File: config.mk
export PLATFORM = sky130hd
export DESIGN_NAME = vorbis_comment_block_parser_top
export DESIGN_NICKNAME = d
export VERILOG_FILES = /design/src/vcb_pkg.sv /design/src/vcb_step.sv /design/src/vorbis_comment_block_parser_top.sv
export SDC_FILE = /design/constraint.sdc
export NUM_CORES = 1
export LEC_CHECK = 0
export ABC_AREA = 1
export BUFFER_PORTS_ARGS = -buffer_cell sky130_fd_sc_hd__buf_2
export CAP_MARGIN = 20
export CELL_PAD_IN_SITES_DETAIL_PLACEMENT = 1
export CELL_PAD_IN_SITES_GLOBAL_PLACEMENT = 1
export CORE_MARGIN = 2
export CORE_UTILIZATION = 46
export CTS_CLUSTER_DIAMETER = 200
export DETAILED_ROUTE_END_ITERATION = 10
export GPL_TIMING_DRIVEN = 0
export PLACE_DENSITY_LB_ADDON = 0.1
export SLEW_MARGIN = 40
export SYNTH_ARGS = -nofsm -noshare
export SYNTH_HDL_FRONTEND = slang
export SYNTH_HIERARCHICAL = 1
export SYNTH_SLANG_ARGS = --single-unit
File: constraint.sdc
create_clock -name clk -period 6.15 [get_ports clk]
set_input_delay 0.9225 -clock clk [delete_from_list [all_inputs] [get_ports clk]]
set_output_delay 0.9225 -clock clk [all_outputs]
set_load 0.05 [all_outputs]
File: src/vcb_pkg.sv
package vcb_pkg;

	// low bits of total_length that are kept
	localparam int LENGTH_BITS = 32;

	localparam int MIN_BLOCK_BYTES = 8;
	localparam int FIELD_BYTES = 4;
	localparam int MIN_COMMENT_BYTES = 3;

	localparam logic [7:0] KEY_CHAR_MIN = 8'h20;
	localparam logic [7:0] KEY_CHAR_MAX = 8'h7D;
	localparam logic [7:0] ASCII_EQ = 8'h3D;
	localparam logic [7:0] ASCII_UPPER_A = 8'h41;
	localparam logic [7:0] ASCII_UPPER_Z = 8'h5A;
	localparam logic [7:0] CASE_OFFSET = 8'h20;

	typedef enum logic [2:0] {
		PH_IDLE,
		PH_VLEN,
		PH_VEND,
		PH_COUNT,
		PH_CLEN,
		PH_KEY,
		PH_VALUE,
		PH_DONE
	} phase_t;

	typedef enum logic [2:0] {
		CLS_IGNORED  = 3'd0,
		CLS_VLEN     = 3'd1,
		CLS_VENDOR   = 3'd2,
		CLS_COUNT    = 3'd3,
		CLS_CLEN     = 3'd4,
		CLS_KEY      = 3'd5,
		CLS_SEP      = 3'd6,
		CLS_VALUE    = 3'd7
	} byte_class_t;

	typedef enum logic [2:0] {
		ST_BUSY    = 3'd0,
		ST_OK      = 3'd1,
		ST_CROPPED = 3'd2,
		ST_SHORT   = 3'd3,
		ST_NOSEP   = 3'd4,
		ST_NOVALUE = 3'd5,
		ST_BADKEY  = 3'd6
	} status_t;

	typedef struct packed {
		phase_t                   phase;
		status_t                  status;
		logic [31:0]              acc;
		logic [1:0]               idx;
		logic [LENGTH_BITS-1:0]   left;
		logic [31:0]              run;
		logic [31:0]              cnt;
		logic                     off0;
		logic                     bad;
	} state_t;

	localparam state_t STATE_RESET = '{
		phase:  PH_IDLE,
		status: ST_BUSY,
		acc:    '0,
		idx:    '0,
		left:   '0,
		run:    '0,
		cnt:    '0,
		off0:   1'b1,
		bad:    1'b0
	};

endpackage

File: src/vcb_step.sv
module vcb_step
	import vcb_pkg::*;
(
	input  state_t       cur,
	input  logic         start_req,
	input  logic [7:0]   in_byte,
	input  logic [31:0]  total_length,
	output state_t       nxt,
	output logic [7:0]   out_byte,
	output byte_class_t  byte_class,
	output logic         comment_end
);

	// after the last count byte or a good comment: next comment, done or cropped
	function automatic state_t next_comment(state_t s);
		state_t r;
		r = s;
		if (s.cnt == 32'd0) begin
			r.phase = PH_DONE;
			r.status = ST_OK;
		end else if (s.left < LENGTH_BITS'(FIELD_BYTES)) begin
			r.phase = PH_DONE;
			r.status = ST_CROPPED;
		end else begin
			r.phase = PH_CLEN;
		end
		return r;
	endfunction

	state_t                  st;
	logic [31:0]             acc_full;
	logic                    field_done;
	logic [LENGTH_BITS-1:0]  left_dec;
	logic [31:0]             run_dec;

	always_comb begin
		st = cur;
		out_byte = in_byte;
		byte_class = CLS_IGNORED;
		comment_end = 1'b0;

		if (start_req) begin
			st = STATE_RESET;
			st.left = total_length[LENGTH_BITS-1:0];
			if (st.left < LENGTH_BITS'(MIN_BLOCK_BYTES)) begin
				st.phase = PH_DONE;
				st.status = ST_CROPPED;
			end else begin
				st.phase = PH_VLEN;
			end
		end

		// little-endian length field assembly
		acc_full = st.acc | (32'(in_byte) << {st.idx, 3'b000});
		field_done = (st.idx == 2'd3);
		left_dec = st.left - LENGTH_BITS'(1);
		run_dec = st.run - 32'd1;

		case (st.phase)
			PH_VLEN: begin
				byte_class = CLS_VLEN;
				st.left = left_dec;
				st.idx = st.idx + 2'd1;
				st.acc = field_done ? 32'd0 : acc_full;
				if (field_done) begin
					if ((33'(acc_full) + 33'(FIELD_BYTES)) > 33'(left_dec)) begin
						st.phase = PH_DONE;
						st.status = ST_CROPPED;
					end else begin
						st.run = acc_full;
						st.phase = (acc_full != 32'd0) ? PH_VEND : PH_COUNT;
					end
				end
			end
			PH_VEND: begin
				byte_class = CLS_VENDOR;
				st.left = left_dec;
				st.run = run_dec;
				if (run_dec == 32'd0) begin
					st.phase = PH_COUNT;
				end
			end
			PH_COUNT: begin
				byte_class = CLS_COUNT;
				st.left = left_dec;
				st.idx = st.idx + 2'd1;
				st.acc = field_done ? 32'd0 : acc_full;
				if (field_done) begin
					st.cnt = acc_full;
					st = next_comment(st);
				end
			end
			PH_CLEN: begin
				byte_class = CLS_CLEN;
				st.left = left_dec;
				st.idx = st.idx + 2'd1;
				st.acc = field_done ? 32'd0 : acc_full;
				if (field_done) begin
					if (33'(acc_full) > 33'(left_dec)) begin
						st.phase = PH_DONE;
						st.status = ST_CROPPED;
					end else if (acc_full < 32'(MIN_COMMENT_BYTES)) begin
						st.phase = PH_DONE;
						st.status = ST_SHORT;
					end else begin
						st.run = acc_full;
						st.off0 = 1'b1;
						st.bad = 1'b0;
						st.phase = PH_KEY;
					end
				end
			end
			PH_KEY: begin
				st.left = left_dec;
				st.run = run_dec;
				if (!st.off0 && in_byte == ASCII_EQ) begin
					byte_class = CLS_SEP;
					if (run_dec == 32'd0) begin
						st.phase = PH_DONE;
						st.status = ST_NOVALUE;
					end else if (st.bad) begin
						st.phase = PH_DONE;
						st.status = ST_BADKEY;
					end else begin
						st.phase = PH_VALUE;
					end
				end else begin
					byte_class = CLS_KEY;
					if (!(in_byte inside {[KEY_CHAR_MIN:KEY_CHAR_MAX]}) ||
						in_byte == ASCII_EQ) begin
						st.bad = 1'b1;
					end
					if (in_byte inside {[ASCII_UPPER_A:ASCII_UPPER_Z]}) begin
						out_byte = in_byte + CASE_OFFSET;
					end
					st.off0 = 1'b0;
					if (run_dec == 32'd0) begin
						st.phase = PH_DONE;
						st.status = ST_NOSEP;
					end
				end
			end
			PH_VALUE: begin
				byte_class = CLS_VALUE;
				st.left = left_dec;
				st.run = run_dec;
				if (run_dec == 32'd0) begin
					comment_end = 1'b1;
					st.cnt = st.cnt - 32'd1;
					st = next_comment(st);
				end
			end
			default: begin
			end
		endcase

		nxt = st;
	end

endmodule

File: src/vorbis_comment_block_parser_top.sv
// vorbis comment block parser
//
// bytes of a comment block enter on the item channel (item_valid / item_stall),
// one word per byte; start_req marks the first byte of a block and carries
// total_length, the number of bytes supplied for that block
// each word gives exactly one result word on the result channel
// (result_valid / result_stall): the byte (key bytes lowercased), its class,
// the running status and a flag on the last byte of every good comment
// a word accepted sits in the input stage, is processed by the step logic and
// is then loaded into the result register, which drives result_valid
// throughput: one word per cycle while the receiver does not stall; the state
// update (counters and compares of vcb_step) lies between the input and
// result registers
// when the receiver stalls, the result register holds and the input stage
// holds too, so item_stall rises only while both stages are full and stalled
// reset clears all valid bits and puts the parser in idle with status busy;
// before the first start every byte comes back ignored with status busy
module vorbis_comment_block_parser_top
	import vcb_pkg::*;
(
	input  logic         clk,
	input  logic         arst_n,
	input  logic         item_valid,
	output logic         item_stall,
	input  logic         start_req,
	input  logic [7:0]   in_byte,
	input  logic [31:0]  total_length,
	output logic         result_valid,
	input  logic         result_stall,
	output logic [7:0]   out_byte,
	output logic [2:0]   byte_class,
	output logic [2:0]   status,
	output logic         comment_end
);

	// input stage
	logic         valid_s1;
	logic         start_s1;
	logic [7:0]   byte_s1;
	logic [31:0]  total_s1;

	// result stage
	logic         valid_s2;
	logic [7:0]   byte_s2;
	byte_class_t  class_s2;
	status_t      status_s2;
	logic         cend_s2;

	// parse state
	state_t       state_q;
	state_t       state_nxt;

	logic [7:0]   step_byte;
	byte_class_t  step_class;
	logic         step_cend;

	logic         advance;
	logic         item_take;

	// input stage moves on when the result register is free or being drained
	assign advance = valid_s1 && (!valid_s2 || !result_stall);
	assign item_stall = valid_s1 && !advance;
	assign item_take = item_valid && !item_stall;

	vcb_step u_step (
		.cur          (state_q),
		.start_req    (start_s1),
		.in_byte      (byte_s1),
		.total_length (total_s1),
		.nxt          (state_nxt),
		.out_byte     (step_byte),
		.byte_class   (step_class),
		.comment_end  (step_cend)
	);

	always_ff @(posedge clk or negedge arst_n) begin
		if (!arst_n) begin
			valid_s1 <= 1'b0;
		end else if (item_take) begin
			valid_s1 <= 1'b1;
		end else if (advance) begin
			valid_s1 <= 1'b0;
		end
	end

	always_ff @(posedge clk) begin
		if (item_take) begin
			start_s1 <= start_req;
			byte_s1 <= in_byte;
			total_s1 <= total_length;
		end
	end

	// parse state only changes when a byte is actually processed
	always_ff @(posedge clk or negedge arst_n) begin
		if (!arst_n) begin
			state_q <= STATE_RESET;
		end else if (advance) begin
			state_q <= state_nxt;
		end
	end

	always_ff @(posedge clk or negedge arst_n) begin
		if (!arst_n) begin
			valid_s2 <= 1'b0;
		end else if (advance) begin
			valid_s2 <= 1'b1;
		end else if (!result_stall) begin
			valid_s2 <= 1'b0;
		end
	end

	always_ff @(posedge clk) begin
		if (advance) begin
			byte_s2 <= step_byte;
			class_s2 <= step_class;
			status_s2 <= state_nxt.status;
			cend_s2 <= step_cend;
		end
	end

	assign result_valid = valid_s2;
	assign out_byte = byte_s2;
	assign byte_class = class_s2;
	assign status = status_s2;
	assign comment_end = cend_s2;

endmodule

==> summary.md, run 1 <==
| Metric | Value |
|---|---|
| Hold WC Path Type | in -> async |
| Area of the die | about 0.041 mm2 |
| Slowest CP cell | edfxtp_1 |
| CTS HTree Levels | 4 |
| Cell Rows | between 70 and 80 |
| Clock buffer depth | 2 |
| CP Launch Type | flip-flop |
| First-pass DRT Iterations | 5 |
| Relative slew slack | 36.5% |
| Ports | 62 |
| Clk slew on worst S/H paths | approximately 0.080 ns |
| Final Max Slew Viols | 0 |
| Sequential area share after synthesis | 28.3% |
| Hold_buf cts | 0 |
| Leakage | between 0.01 and 0.015 uW |
| Post-route ant nets | 0 |
| Synth area leader | dfrtp_1 |
| Pre-CTS setup slack | -0.491 ns |
| Number of enable flip-flop cells after synthesis | 56 |
| Routed wire length per instance | between 20 and 25 um |
| CORE AREA | 0.0395 mm2 |
| Main synth FF type | dfrtp_1 |
| Synthesized area | 0.0183 mm2 |
| Worst-path fanout max | 10 |
| Most frequent cell on the critical path | nand2_1 |
| Sw Share | ~50% |
| Worst Skew | 0.0173 ns |
| Nets | a little under 3000 |
| DRC Markers | 0 |
| Final Cell Area | 0.0201 mm2 |
| Hold Fails Final Rpt | 0 |
| GP Congestion | 1.02 |
| Synthesis-to-finish area growth | 9.57% |
| First-pass GRT wire length | roughly 130000 um |
| Slew @ Worst Pin | 0.952 ns |
| Area after DPL | 0.0194 mm2 |
| WP data arrival | roughly 6.4 ns |
| Fillers | 5338 |
| Gate power share | 52.9% |
| Flop2flop setup slack | 0.13 ns |
| Buffers on Ports | slightly above 60 |
| Final setup violation count | 0 |
| Initial antenna violation count | 3 |
| Switching power | 3020 uW |
| Die width | about 200 um |
| Proportion of power drawn by the clock network | 18.8% |
| Via density per instance | 6.13 |
| Pwr dens | around 300 mW/mm2 |
| CTS tree | done |
| Multi-input gate area | 0.0114 mm2 |
| Layout cells sized above 1 | between 10% and 20% |
| Post-DP HPWL | 65900 um |
| VDD IR max | 227 uV |
| Placed cells | between 3000 and 4000 |
| CP endpoint kind | flip-flop |
| Vias in the first global route | 21200 |
| Top post-synthesis cells by area | dfrtp_1 (19%), nand2_1 (18%), nand3_1 (9.9%) |
| Int Pwr | 3000 uW |
| Worst Slack Setup Final | 0.135 ns |
| CP required | roughly 6.6 ns |
| Yosys warnings | 6 |
| Initial core utilization | 46.3% |
| Final min period | 6.02 ns |
| DR vias | between 20000 and 25000 |
| Maxcap violations | 0 |
| CP max stage delay | 0.38 ns |
| Post-Syn Nets | 2896 |
| Post-synth cell types | 56 |
| Syn_area_per_cell | 6.58 um2 |
| Peak Freq | 166 MHz |
| Num CTS Buffers | 17 |
| GRT Residual Overflow | 0 |
| Starting DRT DRC Count | 1836 |
| Synthesized flop and latch total | roughly 200 |
| Clk_lat worst skew | a little over 0.5 ns |
| Largest net degree at the start of global routing | 55 |
| Top cell type's share of synthesized area | 19.0% |
| Total Routing Usage GR | between 40% and 50% |
| Non-Filler Instances | 3407 |
| Syn Inst Count | 2784 |
| Tcrit/Tclk final | 97.8% |
| Clock Sinks | 196 |
| Sequential standard cell area | roughly 0.0052 mm2 |
| Status | complete, no violations |
| Routed WL | 84700 um |
| Critical path type | reg -> reg |
| Die H | approximately 200 um |
| Post-synth ARST share | 71.4% |
| Clock Tree Root | clkbuf_16 |
| Sequential power share | 28.3% |
[power by group through the flow]
stage | Clock (uW) | Combinational, uW | Sequential, uW
after floorplan | 0 | 2080 | 1710
after global placement | 0 | 2960 | 1710
after detailed placement | 0 | 3060 | 1720
after CTS | 1150 | 3090 | 1700
after global routing | 1180 | 3450 | 1720
final | 1130 | 3190 | 1700
[cell usage after synthesis, types with 4 or more instances]
cell type / n
inv_2: 28
a21oi_1: 54
nor3_2: 8
buf_6: 16
nor4_1: 15
nor2_4: 8
nand2_4: 8
nor2_2: 18
ha_1: 67
o221ai_1: 29
dfrtp_1: 139
nor2_1: 189
buf_1: 8
xnor2_1: 7
or2_2: 11
inv_1: 254
o21bai_1: 5
nand2_2: 32
nand4_1: 94
o22ai_1: 20
xor2_1: 99
buf_2: 60
a211oi_1: 23
buf_4: 15
or2_1: 4
edfxtp_1: 56
nand3_2: 8
clkbuf_1: 47
o21ai_1: 18
o211ai_1: 47
nand3_1: 364
o21ai_0: 74
nand2_1: 881
nor3_1: 42
[layout make-up]
cell class | instances | area share (%)
clock buffer | 20 | 2.22
clock inverter | 12 | 0.523
buffer | 146 | 4.11
inverter | 284 | 5.38
sequential | 196 | 25.8
multi-input combinational | 2158 | 56.7
timing repair buffer | 65 | 1.92
antenna | 1 | 0.0125
tap | 525 | 3.27
[per-layer routing]
metal / track usage, % / part of all wire [%] / up-vias
li1: - / - / 9398
met1: 47.9 / 39 / 10200
met2: 66.9 / 46 / 935
met3: 8.41 / 7.8 / 357
met4: 30.3 / 8.0 / 4
met5: 0 / 0.028 / -
[layout by cell type, fill, tap and decap left out, types with 38 or more instances in the layout]
| cell | instances |
|---|---|
| inv_1 | 253 |
| o211ai_1 | 47 |
| nor3_1 | 38 |
| o21ai_0 | 74 |
| a21oi_1 | 54 |
| xor2_1 | 98 |
| clkbuf_1 | 47 |
| nor2_1 | 186 |
| dfrtp_1 | 139 |
| buf_2 | 116 |
| nand2_1 | 878 |
| nand3_1 | 362 |
| edfxtp_1 | 56 |
| ha_1 | 65 |
| nand4_1 | 94 |
[path summary, 6_finish.rpt]
check / to / startpoint / cells after the start
max: state_q[54] / start_s1 / 27
min: state_q[54] / arst_n / 1
min reg2reg: state_q[1] / state_q[1] / 2
min in group clk: state_q[1] / state_q[1] / 2
max reg2reg: state_q[54] / start_s1 / 27
max in group asynchronous: state_q[1] / arst_n / 2
[worst max-delay path, delay by kind of cell (launching register included)]
family,cells,cell delay [ns]
and+or+nand+nor,17,3.22
xor gates and xnor gates,1,0.30
DFF,1,0.38
buffers and inverters,6,1.02
adders and majority gates,2,0.61
AOI/OAI and AO/OA,1,0.34
[cell families after synthesis]
logic type / after synthesis / synth area share [%]
flip-flops: 196 / 28.3
AND/OR/NAND/NOR: 1696 / 41.7
adder cells (fa/ha/maj): 67 / 4.57
AO/OA/AOI/OAI: 283 / 9.68
buffers and inverters: 430 / 10.2
multiplexers: 3 / 0.164
XOR/XNOR: 109 / 5.33
[stage by stage]
stage	TNS [ns]	power, uW	hold WS (ns)	util [%]
after floorplan	0	3780	0.434	-
after global placement	-5.38	4670	0.450	48.8
after detailed placement	-9.67	4780	0.460	49.0
after CTS	0	5940	0.279	50.5
after global routing	-0.0867	6360	0.305	50.8
final	0	6020	0.282	50.8
[state kept, by name, indices dropped and copies added (netlist names)]
register      cells
byte_class        3
out_byte          8
status            3
comment_end       1
total_s1         32
byte_s1           8
valid_s1          1
state_q         138
start_s1          1
result_valid      1
[what timing repair did]
action | in CTS | in global routing
endpoints found under the setup margin | 37 | 41
gates resized for setup | 11 | 22
setup buffers | 0 | 2
pin swaps | 0 | 1
(Power assumes the default switching activity.)
==> inputs of run 2 (changes only) <==
--- a/config.mk
+++ b/config.mk
@@ -5,13 +5,12 @@
 export SDC_FILE = /design/constraint.sdc
 export NUM_CORES = 1
 export LEC_CHECK = 0
-export ABC_AREA = 1
-export BUFFER_PORTS_ARGS = -buffer_cell sky130_fd_sc_hd__buf_2
+export BUFFER_PORTS_ARGS = -buffer_cell sky130_fd_sc_hd__clkbuf_2
 export CAP_MARGIN = 20
 export CELL_PAD_IN_SITES_DETAIL_PLACEMENT = 1
 export CELL_PAD_IN_SITES_GLOBAL_PLACEMENT = 1
 export CORE_MARGIN = 2
-export CORE_UTILIZATION = 46
+export CORE_UTILIZATION = 49
 export CTS_CLUSTER_DIAMETER = 200
 export DETAILED_ROUTE_END_ITERATION = 10
 export GPL_TIMING_DRIVEN = 0
==> run 2 against run 1 <==
  * The run now ends with negative setup slack left
  * Die area down 15%
  * First-iteration DRC count shrank 0.76%
  * Flip-flop and latch count did not move
  * Combinational power is 42% higher
  * Synthesized cell count shrank 32%
  * Critical endpoint is now state_q[50]
  * Largest power group unchanged
  * Highest routed layer unchanged
==> summary.md, run 2 <==
| Metric | Value |
|---|---|
| XOR/XNOR Fraction of Synth Area | 5.59% (was 5.33%) |
| Max FFs per register | 138 (unchanged) |
| Top reg by flops | state_q (unchanged) |
| Layout cells sized above 1 | 26.0% (was 11.9%) |
| Post-DP HPWL | 52900 um (was 65900 um) |
| Critical path type | reg -> reg (unchanged) |
| Syn_area_per_cell | 8.74 um2 (was 6.58 um2) |
| Sequential area share after synthesis | 31.2% (was 28.3%) |
| RSZ-0062 raised after global routing | true |
| Synthesized flop and latch total | 196 (unchanged) |
| Cell Rows | 67 (was 73) |
| Tcrit/Tclk final | 105% (was 97.8%) |
| Synth Area in Simple Gates | 21.9% (was 41.7%) |
| Clock Tree Root | clkbuf_16 (unchanged) |
| GRT Residual Overflow | 0 (unchanged) |
| DRC Markers | 0 (unchanged) |
| Post-Syn Nets | 2014 (was 2896) |
| CP endpoint kind | flip-flop (unchanged) |
| Post-route ant nets | 0 (unchanged) |
| Worst Slack Setup Final | -0.290 ns (was 0.135 ns) |
| Final min period | 6.44 ns (was 6.02 ns) |
| Largest regs | state_q: 138 flops, total_s1: 32 flops (unchanged) |
| CTS tree | done (unchanged) |
| Clock buffer depth | 2 (unchanged) |
| CP Buf/Inv Count | 6 (unchanged) |
| Most frequent cells in the layout | nor2_1 (154), nand2_1 (152), dfrtp_1 (139) (was nand2_1 (878), nand3_1 (362), inv_1 (253)) |
| Final core utilization | 60.1% (was 50.8%) |
| Slowest CP cell | or4_4 (was edfxtp_1) |
| Commonest cells in the netlist | nor2_1 (166), nand2_1 (160), mux2_2 (142) (was nand2_1 (881), nand3_1 (364), inv_1 (254)) |
| Synth Area in Adders | 5.05% (was 4.57%) |
| Maxcap violations | 0 (unchanged) |
| Initial antenna violation count | 8 (was 3) |
| First-pass GRT wire length | 114000 um (was 127000 um) |
| Area of the die | 0.0354 mm2 (was 0.0414 mm2) |
| Via density per instance | 7.09 (was 6.13) |
| Clk_lat worst skew | 0.47 ns (was 0.51 ns) |
| Starting DRT DRC Count | 1822 (was 1836) |
| CP Launch Type | flip-flop (unchanged) |
| Slew @ Worst Pin | 1.04 ns (was 0.952 ns) |
| Syn Inst Count | 1902 (was 2784) |
| Yosys warnings | 6 (unchanged) |
| Initial core utilization | 49.7% (was 46.3%) |
| Worst Hold Slack | 0.360 ns (was 0.282 ns) |
| Clock Sinks | 196 (unchanged) |
| Final Max Slew Viols | 0 (unchanged) |
| Nets | 2181 (was 2980) |
| WP data arrival | 6.79 ns (was 6.43 ns) |
| Routed wire length per instance | 31.0 um (was 24.9 um) |
| CORE AREA | 0.0334 mm2 (was 0.0395 mm2) |
| DR vias | 18000 (was 20900) |
| Hold WC Path Type | in -> async (unchanged) |
| Tot Pwr | 7650 uW (was 6020 uW) |
| Clk slew on worst S/H paths | 0.08 ns (about the same) |
| Largest family of logic cells by synthesized area | simple AND/OR/NAND/NOR gates (unchanged) |
| Synthesis-to-finish area growth | 21.1% (was 9.57%) |
| Synth area leader | dfrtp_1 (unchanged) |
| Ports | 62 (unchanged) |
| Final setup violation count | 37 (was 0) |
| Worst-path fanout max | 5 (was 10) |
| Status | finished with violations (was complete, no violations) |
| Failing checks | negative setup slack |
| Compound-Gate Fraction of Synth Area | 19.3% (was 9.68%) |
| Main synth FF type | dfrtp_1 (unchanged) |
| CP required | 6.50 ns (was 6.56 ns) |
| Num CTS Buffers | 17 (unchanged) |
| Most common cell after layout, fill and taps aside | nor2_1 (was nand2_1) |
| Vias in the first global route | 18100 (was 21200) |
| Pwr dens | 380 mW/mm2 (was 300 mW/mm2) |
| Multiplexer share of the synthesized area | 12.0% (was 0.164%) |
| VDD IR max | 271 uV (was 227 uV) |
| Synthesized area | 0.0166 mm2 (was 0.0183 mm2) |
| Largest net degree at the start of global routing | 60 (was 55) |
| Die H | 188 um (was 204 um) |
| Most frequent cell on the critical path | buf_6 (was nand2_1) |
| CP max stage delay | 0.60 ns (was 0.38 ns) |
| First-pass DRT Iterations | 5 (unchanged) |
| Post-synth ARST share | 71.4% (unchanged) |
| GP Congestion | 0.980 (was 1.02) |
| Fillers | 3853 (was 5338) |
| Top cell type's share of synthesized area | 20.9% (was 19.0%) |
| Total Routing Usage GR | 43.1% (was 41.1%) |
| Routed WL | 78400 um (was 84700 um) |
| Most frequent cell after synthesis | nor2_1 (was nand2_1) |
| Number of enable flip-flop cells after synthesis | 56 (unchanged) |
| Die width | 188 um (was 204 um) |
| Worst Skew | 0.0148 ns (was 0.0173 ns) |
| Relative slew slack | 30.7% (was 36.5%) |
| Buffers on Ports | 61 (unchanged) |
| Flop2flop setup slack | -0.29 ns (was 0.13 ns) |
| Top post-synthesis cells by area | dfrtp_1 (21%), edfxtp_1 (10%), mux2_2 (9.6%) (was dfrtp_1 (19%), nand2_1 (18%), nand3_1 (9.9%)) |
| Post-synth cell types | 92 (was 56) |
| CP delay by family, top | compound AO/OA/AOI/OAI gates (was simple AND/OR/NAND/NOR gates) |
| Peak Freq | 155 MHz (was 166 MHz) |
| CTS HTree Levels | 4 (unchanged) |
| Hold Fails Final Rpt | 0 (unchanged) |
| Leakage | 0.00851 uW (was 0.0105 uW) |
## run 2: changes by cell type in the layout (fill, tap and decap cells not counted), moves of 50 or more
cell / previous run / this run
inv_1: 253 / 39
xnor2_1: 7 / 57
nand4_1: 94 / 37
mux2_2: 0 / 118
nand2_1: 878 / 152
a21oi_1: 54 / 120
buf_2: 116 / 11
buf_4: 19 / 90
clkbuf_2: 2 / 71
nand3_1: 362 / 56
xor2_1: 98 / 35
## run 2: final timing paths
kind | from | endpoint | cells after the start
min in group clk | valid_s1 | result_valid | 1
worst max-delay path | start_s1 | state_q[50] | 29
worst max register to register | start_s1 | state_q[50] | 29
max in group asynchronous | arst_n | state_q[76] | 2
worst min register to register | valid_s1 | result_valid | 1
worst min-delay path | arst_n | state_q[25] | 1
## run 2: logic make-up after synthesis
logic type	count (synthesis)
AO/OA/AOI/OAI	474
AND/OR/NAND/NOR	711
flip-flops	196
multiplexers	182
adder cells (fa/ha/maj)	67
buffers and inverters	169
XOR/XNOR	103
## run 2: area by class of cell
class | instances | area, um2 | share of cell area, %
well taps | 448 | 561 | 2.79
plain buffers | 118 | 882 | 4.39
repair buffers | 154 | 1130 | 5.63
clock inverters | 14 | 168 | 0.833
flip-flops and latches | 196 | 5190 | 25.8
multi-input cells | 1537 | 11600 | 57.4
inverters | 45 | 199 | 0.989
diodes | 3 | 7.51 | 0.0373
clock buffers | 18 | 429 | 2.13
## run 2: layer usage
layer	wire length [um]	track usage (%)	vias to the layer above
met1	29100	50.7	8979
li1	-	-	7479
met4	6730	30.8	10
met2	35300	69.2	1074
met5	63	0	-
met3	7170	10.1	409
## run 2: repair_timing
item / CTS / global route
gates resized for setup: 145 / 90
endpoints found under the setup margin: 76 / 52
gates cloned: 2 / 0
pin swaps: 45 / 42
buffers inserted: 54 / 35
hold buffers: 0 / 0
## run 2: stage by stage
| stage | cell area, um2 | setup WS (ns) | instances | setup TNS, ns |
|---|---|---|---|---|
| floorplan | 16800 | 0.000916 | 1902 | 0 |
| global placement | 17600 | -3.32 | 2411 | -184.32 |
| detailed placement | 17800 | -2.54 | 2415 | -152.81 |
| CTS | 19500 | -0.170 | 2500 | -3.44 |
| global route | 20100 | -0.475 | 2530 | -14.48 |
| finish | 20100 | -0.290 | 2533 | -7.19 |
## run 2: where the power goes
part / leakage (uW) / internal [uW] / total, uW / switching [uW]
Combinational: 0.00583 / 1710 / 4530 / 2810
Sequential: 0.00238 / 1590 / 1910 / 324
Clock: 0.000292 / 614 / 1200 / 590
